### src/swdk_pkg.sv
// Shared constants, types and codes of the key/value stack with delete by key.
package swdk_pkg;

    localparam int STACK_DEPTH = 16;
    localparam int KEY_BITS    = 16;
    localparam int VALUE_BITS  = 32;
    localparam int ADDR_W      = $clog2(STACK_DEPTH);
    localparam int CNT_W       = $clog2(STACK_DEPTH + 1);
    localparam int OP_BITS     = 2;
    localparam int STATUS_BITS = 2;

    typedef enum logic [OP_BITS-1:0] {
        OP_PUSH   = 2'd0,
        OP_POP    = 2'd1,
        OP_REMOVE = 2'd2
    } op_t;

    typedef enum logic [STATUS_BITS-1:0] {
        ST_OK        = 2'd0,
        ST_EMPTY     = 2'd1,
        ST_NOT_FOUND = 2'd2,
        ST_FULL      = 2'd3
    } status_t;

    typedef enum logic [2:0] {
        S_IDLE,
        S_EXEC,
        S_POP_WAIT,
        S_SRCH_RD,
        S_SRCH_CMP,
        S_SHIFT_RD,
        S_SHIFT_WR,
        S_DONE
    } state_t;

    typedef struct packed {
        logic                  wr_en;
        logic [ADDR_W-1:0]     wr_addr;
        logic [KEY_BITS-1:0]   wr_key;
        logic [VALUE_BITS-1:0] wr_value;
        logic [ADDR_W-1:0]     rd_addr;
    } mem_req_t;

    typedef struct packed {
        status_t               status;
        logic [VALUE_BITS-1:0] value;
        logic [CNT_W-1:0]      fill;
    } result_t;

endpackage

### src/swdk_mem.sv
// Entry store: key and value arrays, one write port, one registered read port.
module swdk_mem (
    input  logic                            clk,
    input  swdk_pkg::mem_req_t              req,
    output logic [swdk_pkg::KEY_BITS-1:0]   rd_key,
    output logic [swdk_pkg::VALUE_BITS-1:0] rd_value
);

    logic [swdk_pkg::KEY_BITS-1:0]   key_store   [swdk_pkg::STACK_DEPTH];
    logic [swdk_pkg::VALUE_BITS-1:0] value_store [swdk_pkg::STACK_DEPTH];
    logic [swdk_pkg::KEY_BITS-1:0]   rd_key_reg;
    logic [swdk_pkg::VALUE_BITS-1:0] rd_value_reg;

    always_ff @(posedge clk)
    begin
        if (req.wr_en)
        begin
            key_store[req.wr_addr]   <= req.wr_key;
            value_store[req.wr_addr] <= req.wr_value;
        end
    end

    always_ff @(posedge clk)
    begin
        rd_key_reg   <= key_store[req.rd_addr];
        rd_value_reg <= value_store[req.rd_addr];
    end

    assign rd_key   = rd_key_reg;
    assign rd_value = rd_value_reg;

endmodule

### src/swdk_seq.sv
// Sequencer: runs push, pop and remove over the entry store with one key comparator.
module swdk_seq (
    input  logic                            clk,
    input  logic                            rst_n,
    input  logic                            cmd_valid,
    output logic                            cmd_ready,
    input  logic [swdk_pkg::OP_BITS-1:0]    cmd_op,
    input  logic [swdk_pkg::KEY_BITS-1:0]   cmd_key,
    input  logic [swdk_pkg::VALUE_BITS-1:0] cmd_value,
    output logic                            res_valid,
    input  logic                            res_ready,
    output swdk_pkg::result_t               res,
    output swdk_pkg::mem_req_t              mem_req,
    input  logic [swdk_pkg::KEY_BITS-1:0]   mem_key,
    input  logic [swdk_pkg::VALUE_BITS-1:0] mem_value
);

    localparam int AW = swdk_pkg::ADDR_W;
    localparam int CW = swdk_pkg::CNT_W;

    swdk_pkg::state_t             state_reg, state_next;
    swdk_pkg::op_t                op_reg, op_next;
    logic [swdk_pkg::KEY_BITS-1:0]   key_reg, key_next;
    logic [swdk_pkg::VALUE_BITS-1:0] value_reg, value_next;
    logic [swdk_pkg::VALUE_BITS-1:0] data_reg, data_next;
    swdk_pkg::status_t            status_reg, status_next;
    logic [CW-1:0]                count_reg, count_next;
    logic [AW-1:0]                idx_reg, idx_next;

    logic [CW-1:0] cnt_dec;
    logic [CW-1:0] idx_inc1;
    logic [CW-1:0] idx_inc2;
    logic [AW-1:0] idx_up;
    logic          key_hit;

    // the one shared compare unit and index arithmetic
    assign cnt_dec  = count_reg - CW'(1);
    assign idx_inc1 = CW'(idx_reg) + CW'(1);
    assign idx_inc2 = CW'(idx_reg) + CW'(2);
    assign idx_up   = idx_inc1[AW-1:0];
    assign key_hit  = (mem_key == key_reg);

    always_ff @(posedge clk or negedge rst_n)
    begin
        if (!rst_n)
        begin
            state_reg <= swdk_pkg::S_IDLE;
            count_reg <= '0;
        end
        else
        begin
            state_reg <= state_next;
            count_reg <= count_next;
        end
    end

    always_ff @(posedge clk)
    begin
        op_reg     <= op_next;
        key_reg    <= key_next;
        value_reg  <= value_next;
        data_reg   <= data_next;
        status_reg <= status_next;
        idx_reg    <= idx_next;
    end

    // next state and datapath registers
    always_comb
    begin
        state_next  = state_reg;
        op_next     = op_reg;
        key_next    = key_reg;
        value_next  = value_reg;
        data_next   = data_reg;
        status_next = status_reg;
        count_next  = count_reg;
        idx_next    = idx_reg;
        case (state_reg)
            swdk_pkg::S_IDLE:
            begin
                if (cmd_valid)
                begin
                    op_next     = swdk_pkg::op_t'(cmd_op);
                    key_next    = cmd_key;
                    value_next  = cmd_value;
                    data_next   = '0;
                    status_next = swdk_pkg::ST_OK;
                    state_next  = swdk_pkg::S_EXEC;
                end
            end
            swdk_pkg::S_EXEC:
            begin
                case (op_reg)
                    swdk_pkg::OP_PUSH:
                    begin
                        if (count_reg == CW'(swdk_pkg::STACK_DEPTH))
                            status_next = swdk_pkg::ST_FULL;
                        else
                            count_next = count_reg + CW'(1);
                        state_next = swdk_pkg::S_DONE;
                    end
                    swdk_pkg::OP_POP:
                    begin
                        if (count_reg == '0)
                        begin
                            status_next = swdk_pkg::ST_EMPTY;
                            state_next  = swdk_pkg::S_DONE;
                        end
                        else
                        begin
                            count_next = cnt_dec;
                            state_next = swdk_pkg::S_POP_WAIT;
                        end
                    end
                    swdk_pkg::OP_REMOVE:
                    begin
                        if (count_reg == '0)
                        begin
                            status_next = swdk_pkg::ST_EMPTY;
                            state_next  = swdk_pkg::S_DONE;
                        end
                        else
                        begin
                            idx_next   = cnt_dec[AW-1:0];
                            state_next = swdk_pkg::S_SRCH_RD;
                        end
                    end
                    default:
                    begin
                        state_next = swdk_pkg::S_DONE;
                    end
                endcase
            end
            swdk_pkg::S_POP_WAIT:
            begin
                data_next  = mem_value;
                state_next = swdk_pkg::S_DONE;
            end
            swdk_pkg::S_SRCH_RD:
            begin
                state_next = swdk_pkg::S_SRCH_CMP;
            end
            swdk_pkg::S_SRCH_CMP:
            begin
                if (key_hit)
                begin
                    if (idx_inc1 < count_reg)
                        state_next = swdk_pkg::S_SHIFT_RD;
                    else
                    begin
                        count_next = cnt_dec;
                        state_next = swdk_pkg::S_DONE;
                    end
                end
                else if (idx_reg == '0)
                begin
                    status_next = swdk_pkg::ST_NOT_FOUND;
                    state_next  = swdk_pkg::S_DONE;
                end
                else
                begin
                    idx_next   = idx_reg - AW'(1);
                    state_next = swdk_pkg::S_SRCH_RD;
                end
            end
            swdk_pkg::S_SHIFT_RD:
            begin
                state_next = swdk_pkg::S_SHIFT_WR;
            end
            swdk_pkg::S_SHIFT_WR:
            begin
                idx_next = idx_up;
                if (idx_inc2 < count_reg)
                    state_next = swdk_pkg::S_SHIFT_RD;
                else
                begin
                    count_next = cnt_dec;
                    state_next = swdk_pkg::S_DONE;
                end
            end
            swdk_pkg::S_DONE:
            begin
                if (res_ready)
                    state_next = swdk_pkg::S_IDLE;
            end
            default:
            begin
                state_next = swdk_pkg::S_IDLE;
            end
        endcase
    end

    // store port and handshake outputs
    always_comb
    begin
        mem_req          = '0;
        mem_req.wr_key   = key_reg;
        mem_req.wr_value = value_reg;
        mem_req.rd_addr  = idx_reg;
        cmd_ready        = 1'b0;
        res_valid        = 1'b0;
        case (state_reg)
            swdk_pkg::S_IDLE:
            begin
                cmd_ready = 1'b1;
            end
            swdk_pkg::S_EXEC:
            begin
                mem_req.rd_addr = cnt_dec[AW-1:0];
                if (op_reg == swdk_pkg::OP_PUSH
                    && count_reg != CW'(swdk_pkg::STACK_DEPTH))
                begin
                    mem_req.wr_en   = 1'b1;
                    mem_req.wr_addr = count_reg[AW-1:0];
                end
            end
            swdk_pkg::S_SHIFT_RD:
            begin
                mem_req.rd_addr = idx_up;
            end
            swdk_pkg::S_SHIFT_WR:
            begin
                mem_req.wr_en    = 1'b1;
                mem_req.wr_addr  = idx_reg;
                mem_req.wr_key   = mem_key;
                mem_req.wr_value = mem_value;
            end
            swdk_pkg::S_DONE:
            begin
                res_valid = 1'b1;
            end
            default:
            begin
                cmd_ready = 1'b0;
            end
        endcase
    end

    assign res.status = status_reg;
    assign res.value  = data_reg;
    assign res.fill   = count_reg;

endmodule

### src/stack_with_delete_by_key.sv
// Top level of the bounded key/value stack with delete by key.
//
// Input channel s_axis: one item is one operation. s_axis_tuser carries the
// operation code (push, pop, remove by key; code 3 does nothing), s_axis_tdata
// carries the key in bits 15:0 and the data word in bits 47:16.
// Output channel m_axis: exactly one item per operation. m_axis_tuser is the
// status (ok, empty, key not found, full), m_axis_tdata holds the popped data
// in bits 31:0 (zero unless a pop succeeded) and the fill level after the
// operation in bits 36:32.
// Path from accept to the result: a push or an unused code passes the execute
// and done states; a pop adds a read wait state between them unless the stack
// is empty. A remove walks from the top down, reading and comparing one entry
// at a time, then closes the gap by moving each entry above the hit down one
// place, read then write, via the single read and write port of the entry store.
// One operation is in flight at a time; s_axis_tready is high only while the
// sequencer is idle, so no item is taken before the last result is handed on.
// A finished result sits in the output register, so the next operation is
// accepted while m_axis is stalled; it then waits at its end for the register.
// Reset clears the entry count (empty stack) and the control state; the
// store contents are left as they are and are never read before written.
module stack_with_delete_by_key (
    input  logic        clk,
    input  logic        rst_n,
    input  logic        s_axis_tvalid,
    output logic        s_axis_tready,
    input  logic [47:0] s_axis_tdata,   // item_key[15:0], item_value[47:16]
    input  logic [1:0]  s_axis_tuser,   // operation[1:0]
    output logic        m_axis_tvalid,
    input  logic        m_axis_tready,
    output logic [39:0] m_axis_tdata,   // popped_value[31:0], fill_level[36:32], zero pad
    output logic [1:0]  m_axis_tuser    // status[1:0]
);

    swdk_pkg::mem_req_t              mem_req;
    logic [swdk_pkg::KEY_BITS-1:0]   mem_key;
    logic [swdk_pkg::VALUE_BITS-1:0] mem_value;
    swdk_pkg::result_t               res;
    logic                            res_valid;
    logic                            res_ready;

    logic              out_valid_reg;
    swdk_pkg::result_t out_res_reg;

    swdk_seq u_seq (
        .clk       (clk),
        .rst_n     (rst_n),
        .cmd_valid (s_axis_tvalid),
        .cmd_ready (s_axis_tready),
        .cmd_op    (s_axis_tuser),
        .cmd_key   (s_axis_tdata[swdk_pkg::KEY_BITS-1:0]),
        .cmd_value (s_axis_tdata[47:16]),
        .res_valid (res_valid),
        .res_ready (res_ready),
        .res       (res),
        .mem_req   (mem_req),
        .mem_key   (mem_key),
        .mem_value (mem_value)
    );

    swdk_mem u_mem (
        .clk      (clk),
        .req      (mem_req),
        .rd_key   (mem_key),
        .rd_value (mem_value)
    );

    // output register: loads when empty or being drained this cycle
    assign res_ready = !out_valid_reg || m_axis_tready;

    always_ff @(posedge clk or negedge rst_n)
    begin
        if (!rst_n)
            out_valid_reg <= 1'b0;
        else if (res_ready)
            out_valid_reg <= res_valid;
    end

    always_ff @(posedge clk)
    begin
        if (res_ready && res_valid)
            out_res_reg <= res;
    end

    assign m_axis_tvalid = out_valid_reg;
    assign m_axis_tuser  = out_res_reg.status;
    assign m_axis_tdata  = {3'b000, out_res_reg.fill, out_res_reg.value};

endmodule

### config.mk
export PLATFORM = sky130hd
export DESIGN_NAME = stack_with_delete_by_key
export DESIGN_NICKNAME = d
export VERILOG_FILES = /design/src/swdk_pkg.sv /design/src/swdk_mem.sv /design/src/swdk_seq.sv /design/src/stack_with_delete_by_key.sv
export SDC_FILE = /design/constraint.sdc
export NUM_CORES = 1
export LEC_CHECK = 0
export BUFFER_PORTS_ARGS = -buffer_cell sky130_fd_sc_hd__buf_2
export CAP_MARGIN = 10
export CELL_PAD_IN_SITES_DETAIL_PLACEMENT = 0
export CELL_PAD_IN_SITES_GLOBAL_PLACEMENT = 1
export CORE_ASPECT_RATIO = 1.5
export CORE_MARGIN = 3
export CORE_UTILIZATION = 30
export DETAILED_ROUTE_END_ITERATION = 16
export GPL_TIMING_DRIVEN = 0
export PLACE_DENSITY_LB_ADDON = 0.1
export SYNTH_ARGS = -nofsm -noshare
export SYNTH_HDL_FRONTEND = slang
export SYNTH_SLANG_ARGS = --single-unit
### constraint.sdc
create_clock -name clk -period 6.75 [get_ports clk]
set_input_delay 0.3375 -clock clk [delete_from_list [all_inputs] [get_ports clk]]
set_output_delay 0.3375 -clock clk [all_outputs]
set_load 0.05 [all_outputs]
Word-level counts from Yosys, hierarchy flattened
Memory sizes are Yosys's and may differ from the RTL's. A register that Yosys moved wholly into a read port is not among the register bits.
Cells that the tools add are included.
{"block": "word_totals", "wordCells": 106, "input_bits": 54, "mem_bits_ro": 0, "latchBits": 0, "mem_count": 2, "mem_bits_rw": 768, "regBits": 136}
{"memory": "u_mem.value_store", "depth": 16, "word_bits": 32, "rd": 1, "rd_clocked_by_memory_dff": 1, "write_ports": 1, "line_no": "swdk_mem.sv:10", "text": "logic [swdk_pkg::VALUE_BITS-1:0] value_store [swdk_pkg::STACK_DEPTH];"}
{"memory": "u_mem.key_store", "depth": 16, "word_bits": 16, "rd": 1, "rd_clocked_by_memory_dff": 1, "write_ports": 1, "line_no": "swdk_mem.sv:9", "text": "logic [swdk_pkg::KEY_BITS-1:0] key_store [swdk_pkg::STACK_DEPTH];"}
{"block": "classes", "order_cmp": 2, "n_eq_ne": 28, "n_mux": 39, "n_addsub": 5, "mul": 0, "div": 0, "n_bitwise": 0, "shifts": 0, "reduce_logical": 18}
{"cell": "$pmux 32 s2", "n": 1}
{"cell": "$mux 48", "n": 1}
{"cell": "$mux 32", "n": 1}
{"cell": "$mux 5", "n": 6}
{"cell": "$pmux 3 s8", "n": 1}
{"cell": "$pmux 5 s2", "n": 2}
{"cell": "$mux 3", "n": 6}
{"cell": "$eq 16x16->1", "n": 1}
{"cell": "$mux 4", "n": 4}
{"cell": "$ne 2x2->1 const B", "n": 8}
{"cell": "$pmux 5 s3", "n": 1}
{"cell": "$mux 2", "n": 7}
{"cell": "$reduce_and 7->1", "n": 2}
{"cell": "$eq 3x3->1 const B", "n": 4}
{"cell": "$ne 3x2->1 const B", "n": 4}
{"cell": "$pmux 4 s3", "n": 1}
{"cell": "$lt 5x5->1", "n": 2}
{"cell": "$pmux 4 s2", "n": 1}
{"cell": "$eq 3x2->1 const B", "n": 2}
{"cell": "$ne 3x3->1 const B", "n": 2}
{"cell": "$pmux 2 s3", "n": 1}
{"cell": "$pmux 3 s2", "n": 1}
{"cell": "$reduce_and 2->1", "n": 3}
{"cell": "$reduce_bool 3->1", "n": 2}
{"cell": "other kinds (23)", "n": 28}

Longest topological paths before layout
Gate-level depths: netlist (run 1).
{"block": "depth", "depth_word": 6, "mapped_depth": 13, "mapped_depth_nobuf": 8}

Hierarchy
From an unflattened synthesis (run 1), not the netlist that was laid out.
{"block": "hier_totals", "hier_cells": 1764, "hier_area_um2": 35899.4}
{"mod": "swdk_mem", "cells_per_inst": 1242, "seq_area_each_um2": 24023.0, "n_inst": 1, "area_per_inst_um2": 29691.0}
{"mod": "swdk_seq", "cells_per_inst": 475, "seq_area_each_um2": 2842.7, "n_inst": 1, "area_per_inst_um2": 4957.3}
{"mod": "stack_with_delete_by_key", "cells_per_inst": 47, "seq_area_each_um2": 1196.1, "n_inst": 1, "area_per_inst_um2": 1251.2}

Worst setup path before layout (run 1)
OpenSTA, ideal clock, no wires.
{"block": "synth_path", "path_type": "register to register", "from": "register u_seq.count_reg[0]", "to": "memory u_mem.key_store[15][0] in the netlist's numbering (enable)", "arrival_time_ps": 3882, "t_required_ps": 6291, "setup_slack_ps": 2409, "period_less_slack_ps": 4341, "path_stages_with_launch": 9, "setup_time_ps": 459, "cell_sequence": "dfrtp_1 -> buf_2 -> inv_1 -> ha_1 -> nor4bb_1 -> nor3_1 -> o21ai_0 -> o2bb2a_1 -> nor2b_1"}
{"block": "synth_via", "elab_chain_cells": 6}
{"item": "from (decl)", "line_no": "swdk_seq.sv:27", "text": "logic [CW-1:0] count_reg, count_next;"}
{"item": "from (signal assigned)", "line_no": "swdk_seq.sv:53", "text": "count_reg <= count_next;"}
{"item": "$ne 5x5->1", "line_no": "swdk_seq.sv:211", "text": "&& count_reg != CW'(swdk_pkg::STACK_DEPTH))"}
{"item": "$logic_and 1x1->1", "line_no": "swdk_seq.sv:211"}
{"item": "$mux 5 *", "line_no": "swdk_seq.sv:210", "text": "if (op_reg == swdk_pkg::OP_PUSH"}
{"item": "$pmux 5 s2 *", "line_no": "swdk_seq.sv:202", "text": "case (state_reg)"}
{"item": "$mux 1", "line_no": "swdk_mem.sv:16", "text": "if (req.wr_en)"}
{"item": "$mux 1 (not written as such)", "line_no": "swdk_mem.sv:18", "text": "key_store[req.wr_addr] <= req.wr_key;"}
{"item": "to (decl)", "line_no": "swdk_mem.sv:9"}
Mark *: on every way between the ends. The rest lies on a longest branch, timed or not.

Worst setup path after layout (run 1)
{"block": "layout_path", "from": "register u_seq.idx_reg[0]", "to": "register u_mem.rd_key_reg (netlist bit u_mem.rd_key[11]), read port of u_mem.key_store"}
{"block": "layout_via", "elab_chain_cells": 2}
{"item": "from (decl)", "line_no": "swdk_seq.sv:28", "text": "logic [AW-1:0] idx_reg, idx_next;"}
{"item": "from (signal assigned)", "line_no": "swdk_seq.sv:64", "text": "idx_reg <= idx_next;"}
{"item": "$add 4x1->5", "line_no": "swdk_seq.sv:38", "text": "assign idx_inc1 = CW'(idx_reg) + CW'(1);"}
{"item": "$pmux 4 s2 *", "line_no": "swdk_seq.sv:202"}
{"item": "to (decl)", "line_no": "swdk_mem.sv:11", "text": "logic [swdk_pkg::KEY_BITS-1:0] rd_key_reg;"}
Marks and branches as above.
A chain may end at the register's enable or synchronous reset.

==> metrics.txt, run 1 <==
initial antenna violation count=6; leading area contributor after synthesis=edfxtp_1; crit start category=register; Final #Nets=2911; DRT antenna net count=0; Setup CP Type=reg2reg; most common cell in the synthesized netlist=edfxtp_1; Synth Cell Area=0.0397 sq mm; skew final=0.0364 ns; Max Cap Violations=0; die footprint=0.137 sq mm; layout cells sized above 1=17.7%; P&R area growth vs syn=18.6%; drt wl/cell=28.8 um; Seq/Total Area, Yosys=70.6%; largest net degree at the start of global routing=40; Clock Path Buffers=3; Placement Rows=162; first-pass iteration count of the detailed router=5; synth cell count leaders=edfxtp_1 (895), o2111ai_1 (386), inv_1 (205); Crit. End Element=register; average size of a mapped cell=15.6 sq um; first-pass GRT wire length=189000 um; setup bufs post-CTS=0; Yosys cell types=62; number of synthesized register bits=952; Post-synth EDFFs=895; Fmax achieved=157 MHz; chip width=303 um; DRC Markers=0; Overflow after GRT=0; status=finished clean; placed insts=4403; Vert. Die Dim=452 um; actual slew at the worst max-slew pin=1.36 ns; pwr/cell area=538 mW/mm^2; final core occ=36.1%; H-tree depth=3; vias in the first global route=25500; post-route insts no fill=4647; number of flip-flops in the largest register=512; Worst-Skew Late Latency=0.70 ns; RSZ-0062 raised after global routing=no; DRT iter0 DRCs=1908; Cell Area, Placed=0.0432 sq mm; register area=0.0281 sq mm; Clk pin slew, worst setup/hold paths=0.06 ns; routability cong.=0.836; Routed WL=134000 um; Worst EP required=7.24 ns; Synth Instances=2550; Synth async-reset ratio=0.945%; Tmin final=6.36 ns; final-report hold violation count=0; post-DP HPWL=94100 um; max_slew headroom=9.40%; vias after detailed routing=24700; root buffer cell=clkbuf_16; Synth Flop Type=edfxtp_1; Yosys top cell area share=67.6%; Final Setup Violations=0; post-route cell area=0.0471 sq mm; drt via density=5.31; largest reg by FF count=u_mem.value_store; Slew Viols, Final=0; VDD IR max=0.287 mV; top cells by area in the synthesized netlist=edfxtp_1 (68%), o2111ai_1 (8.5%), mux2_2 (3.5%); IO Pins=98; area of the multi-input gates=0.00999 sq mm; input/output buffers=94; TritonCTS clock tree=done; CTS buffer count=101; Core Footprint=0.131 sq mm; # fillers=12400; crit-path max FO=10; WP data arrival=6.84 ns; clk sinks=952; Min-Delay Path Class=in2reg; Final period util=94.2%; Static Leak=15.7 nW; total track usage=19.4%; count of synthesis-stage warnings from yosys=0; Initial Util=30.4%
## path summary, 6_finish.rpt
check,startpoint,endpoint,slack (ns),depth (start not counted)
worst max-delay path,u_seq.idx_reg[0],u_mem.rd_key[11],0.39,13
worst min-delay path,s_axis_tdata[4],u_seq.key_reg[4],0.34,2
worst max register to register,u_seq.idx_reg[0],u_mem.rd_key[11],0.39,13
worst min register to register,u_seq.data_reg[9],m_axis_tdata[9],0.42,0
max in group asynchronous,rst_n,m_axis_tvalid,5.69,3
min in group asynchronous,rst_n,u_seq.count_reg[3],0.69,3
## placed cells by master (no fill, tap or decap), types with 35 or more instances in the layout
cell,count
edfxtp_1,895
o2111ai_1,386
inv_1,205
clkbuf_1,197
o221ai_1,145
buf_2,134
mux2_2,124
clkbuf_16,103
mux2i_1,99
nand2_1,67
dlygate4sd3_1,54
nand4_1,52
dfxtp_1,48
and2_1,35
## stage by stage
stage          TNS [ns]  power, mW  hold WS [ns]  worst slack, ns
2_1_floorplan         0       14.8        0.0419             2.41
3_3_place_gp    -551.61       19.7         0.226            -1.66
3_5_place_dp          0       19.9         0.230            0.125
4_1_cts               0       25.7         0.269           0.0703
5_1_grt               0       26.6         0.316            0.122
6_report              0       25.4         0.344            0.393
## cell families after synthesis
logic type / Yosys count / share of synthesized area (%)
flip-flops: 952 / 70.6
AO/OA/AOI/OAI: 587 / 12.7
buffers and inverters: 453 / 4.59
multiplexers: 276 / 7.77
AND/OR/NAND/NOR: 235 / 3.10
XOR/XNOR: 27 / 0.595
adder cells (fa/ha/maj): 19 / 0.598
other: 1 / 0.00944
## power breakdown
group	total, mW	internal, mW	switching [mW]
registers	8.03	7.79	0.243
logic	11.6	3.42	8.15
clock network	5.77	3.41	2.36
## critical path, cell delays in order, from the launching register on
cell       delay (ns)
edfxtp_1         0.42
clkbuf_1         0.29
inv_2            0.37
clkbuf_1         0.68
clkbuf_1         0.70
ha_1             0.40
and2_1           0.19
o21a_1           0.13
clkbuf_1         0.71
clkbuf_1         0.73
clkbuf_1         0.78
o221ai_1         0.30
o2111ai_1        0.19
o2111ai_1        0.20
## cell type report
cell class	count	area share [%]
diodes	2	0.0106
clock buffers	134	5.95
repair buffers	183	3.58
clock inverters	54	1.30
well taps	1722	4.57
plain buffers	247	2.23
inverters	206	1.64
multi-input cells	1147	21.2
flip-flops and latches	952	59.5
## routing by layer
layer | vias to the layer above | track usage (%) | wire length, um
met2 | 758 | 35.2 | 70700
met1 | 12700 | 22.5 | 51900
met3 | 219 | 2.80 | 5910
met5 | - | 0 | 17
met4 | 2 | 8.35 | 5520
li1 | 11000 | - | -
## repair_timing
action | 4_1_cts | 5_1_grt
hold buffers | 54 | 0
gates resized for setup | 0 | 3
hold endpoints to repair | 61 | 0
endpoints found under the setup margin | 0 | 2
Power figures use the tool's default switching activity.
==> run 2: changes to the inputs <==
--- a/config.mk
+++ b/config.mk
@@ -5,6 +5,7 @@
 export SDC_FILE = /design/constraint.sdc
 export NUM_CORES = 1
 export LEC_CHECK = 0
+export ABC_AREA = 1
 export BUFFER_PORTS_ARGS = -buffer_cell sky130_fd_sc_hd__buf_2
 export CAP_MARGIN = 10
 export CELL_PAD_IN_SITES_DETAIL_PLACEMENT = 0
==> run 2 against run 1 <==
  * Via count increased by 18%
  * Sequential share of layout area decreased by 3.3 points
  * Area after synthesis increased by 5.2%
  * Count of clock-buffer cells in the layout increased by 12
  * Sequential power increased by 0.9%
==> metrics.txt, run 2 <==
VDD IR max=0.427 mV; Seq/Total Area, Yosys=67.1%; first-pass iteration count of the detailed router=5; Min-Delay Path Class=in2reg; Clk pin slew, worst setup/hold paths=0.07 ns; average size of a mapped cell=10.6 sq um; Vert. Die Dim=463 um; reg2reg end=u_mem.key_store[11][0]; layout cells sized above 1=11.1%; post-route total power=26.7 mW; actual slew at the worst max-slew pin=1.19 ns; DRC Markers=0; die footprint=0.144 sq mm; Final period util=64.6%; Top Family by Delay on Critical Path=simple AND/OR/NAND/NOR gates; post-DP HPWL=105000 um; Static Leak=20.7 nW; IO Pins=98; worst slack, placed=2.43 ns; area of the multi-input gates=0.00961 sq mm; Crit. End Element=register; Setup CP Type=reg2reg; Placement Rows=167; first-pass GRT wire length=213000 um; register area=0.0281 sq mm; Overflow after GRT=0; Post-synth EDFFs=895; Yosys top cell area share=64.3%; number of flip-flops in the largest register=512; Slew Viols, Final=0; Synth async-reset ratio=0.945%; input/output buffers=94; setup bufs post-CTS=0; clk sinks=952; skew final=0.0258 ns; Final WS setup=2.39 ns; Fmax achieved=229 MHz; largest reg by FF count=u_mem.value_store; Routed WL=151000 um; most common cell in the synthesized netlist=edfxtp_1; worst r2r src=u_seq.state_reg[0]; Synth Instances=3960; Worst Setup EP=u_mem.key_store[11][0]; CP Buf/Inv Count=4; WP depth=9; cell repeated most along the worst path=nand2_1; Worst-Skew Late Latency=0.73 ns; crit-path max cell delay=0.80 ns; CTS buffer count=103; most frequent cells in the layout=edfxtp_1 (895), inv_1 (857), nand3_1 (693); Slowest-stage cell, CP=nor2_1; WP data arrival=4.77 ns; worst-path cell chain=inv_2 -> nand2_1 -> nor2_1 -> inv_1 -> buf_2 -> o22ai_1 -> nand2_1 -> nor2_4 -> buf_12; Clock Path Buffers=3; internal reg-to-reg setup slack=2.39 ns; critical path launch point=u_seq.state_reg[0]; Synth Cell Area=0.0418 sq mm; crit-path max FO=20; Initial Util=30.2%; total track usage=20.6%; count of synthesis-stage warnings from yosys=0; Synth Flop Type=edfxtp_1; commonest non-fill, non-tap cell in the layout=edfxtp_1; final-report hold violation count=0; P&R area growth vs syn=19.5%; synth cell count leaders=edfxtp_1 (895), inv_1 (857), nand3_1 (693); DRT iter0 DRCs=2072; leading area contributor after synthesis=edfxtp_1; H-tree depth=3; number of synthesized register bits=952; crit start category=register; top cells by area in the synthesized netlist=edfxtp_1 (64%), nand3_1 (8.3%), inv_1 (7.7%); # fillers=14000; Final #Nets=4351; Yosys cell types=38; DRT antenna net count=0; status=finished clean; vias in the first global route=29300; drt wl/cell=24.2 um; Max Cap Violations=0; vias after detailed routing=29200; pwr/cell area=534 mW/mm^2; initial antenna violation count=8; Final Setup Violations=0; routability cong.=0.805; Tmin final=4.36 ns; root buffer cell=clkbuf_16; chip width=311 um; Worst EP required=7.16 ns; largest net degree at the start of global routing=25; TritonCTS clock tree=done; RSZ-0062 raised after global routing=no; max_slew headroom=20.2%; drt via density=4.69; worst r2r path cells=9; Core Footprint=0.138 sq mm
==> run 2: cell count changes in the layout (fill, tap and decap cells not counted), sizes merged, moves of 99 or more <==
cell	delta
inv	+652
mux2	-177
mux2i	-99
nand2	+531
nand3	+688
nand4	+342
o2111ai	-386
o221ai	-144
==> run 2: how the worst min path moves through the flow <==
stage / cells past startpoint / slack, ns / start / end
final: 2 / 0.32 / s_axis_tdata[47] / u_seq.value_reg[31]
after global routing: 2 / 0.30 / s_axis_tdata[34] / u_seq.value_reg[18]
after CTS: 2 / 0.25 / s_axis_tdata[41] / u_seq.value_reg[25]
after detailed placement: 1 / 0.23 / rst_n / u_seq.count_reg[3]
after global placement: 1 / 0.24 / rst_n / u_seq.count_reg[2]
after floorplan: 0 / 0.04 / rst_n / m_axis_tvalid
==> run 2: what timing repair did <==
item,in CTS,in global routing
hold endpoints to repair,62,0
resized for setup,0,0
hold buffers,54,0
==> run 2: per-stage QoR <==
stage,std cells,area (sq um),TNS [ns],utilization [%],hold WS [ns]
after global routing,6225,49900,0,36.1,0.303
after CTS,6224,49900,0,36.1,0.250
final,6230,49900,0,36.1,0.323
after detailed placement,5978,46000,0,33.3,0.234
after floorplan,3962,41800,0,-,0.0419
after global placement,5915,44600,-683.45,32.2,0.239
==> run 2: power breakdown <==
group | switching, mW | internal, mW | total, mW
combinational | 9.57 | 3.26 | 12.8
clock | 2.43 | 3.32 | 5.75
sequential | 0.224 | 7.88 | 8.10
total | 12.2 | 14.5 | 26.7
==> run 2: layout make-up <==
cell class              instances  share of cell area (%)
multi-input cells            1889                    19.2
clock inverters                46                   0.812
inverters                     860                    6.46
plain buffers                 261                    2.35
flip-flops and latches        952                    56.2
diodes                          6                  0.0301
well taps                    1859                    4.66
clock buffers                 146                    5.96
repair buffers                211                    4.28
==> run 2: metal layers <==
layer	wire length, um	global-route usage (%)
met5	0	0
met4	4860	7.34
met3	5300	2.03
met2	79700	38.6
met1	60800	24.4
==> run 2: cells by family (layout without fill, tap and decap cells) <==
kind of cell	after synthesis	count (layout)	share of synthesized area, %
AND/OR/NAND/NOR	1783	1783	20.6
buffers and inverters	1121	1524	10.5
flip-flops	952	952	67.1
AO/OA/AOI/OAI	70	70	0.901
adder cells (fa/ha/maj)	19	19	0.569
XOR/XNOR	14	14	0.311
other	1	9	0.00897
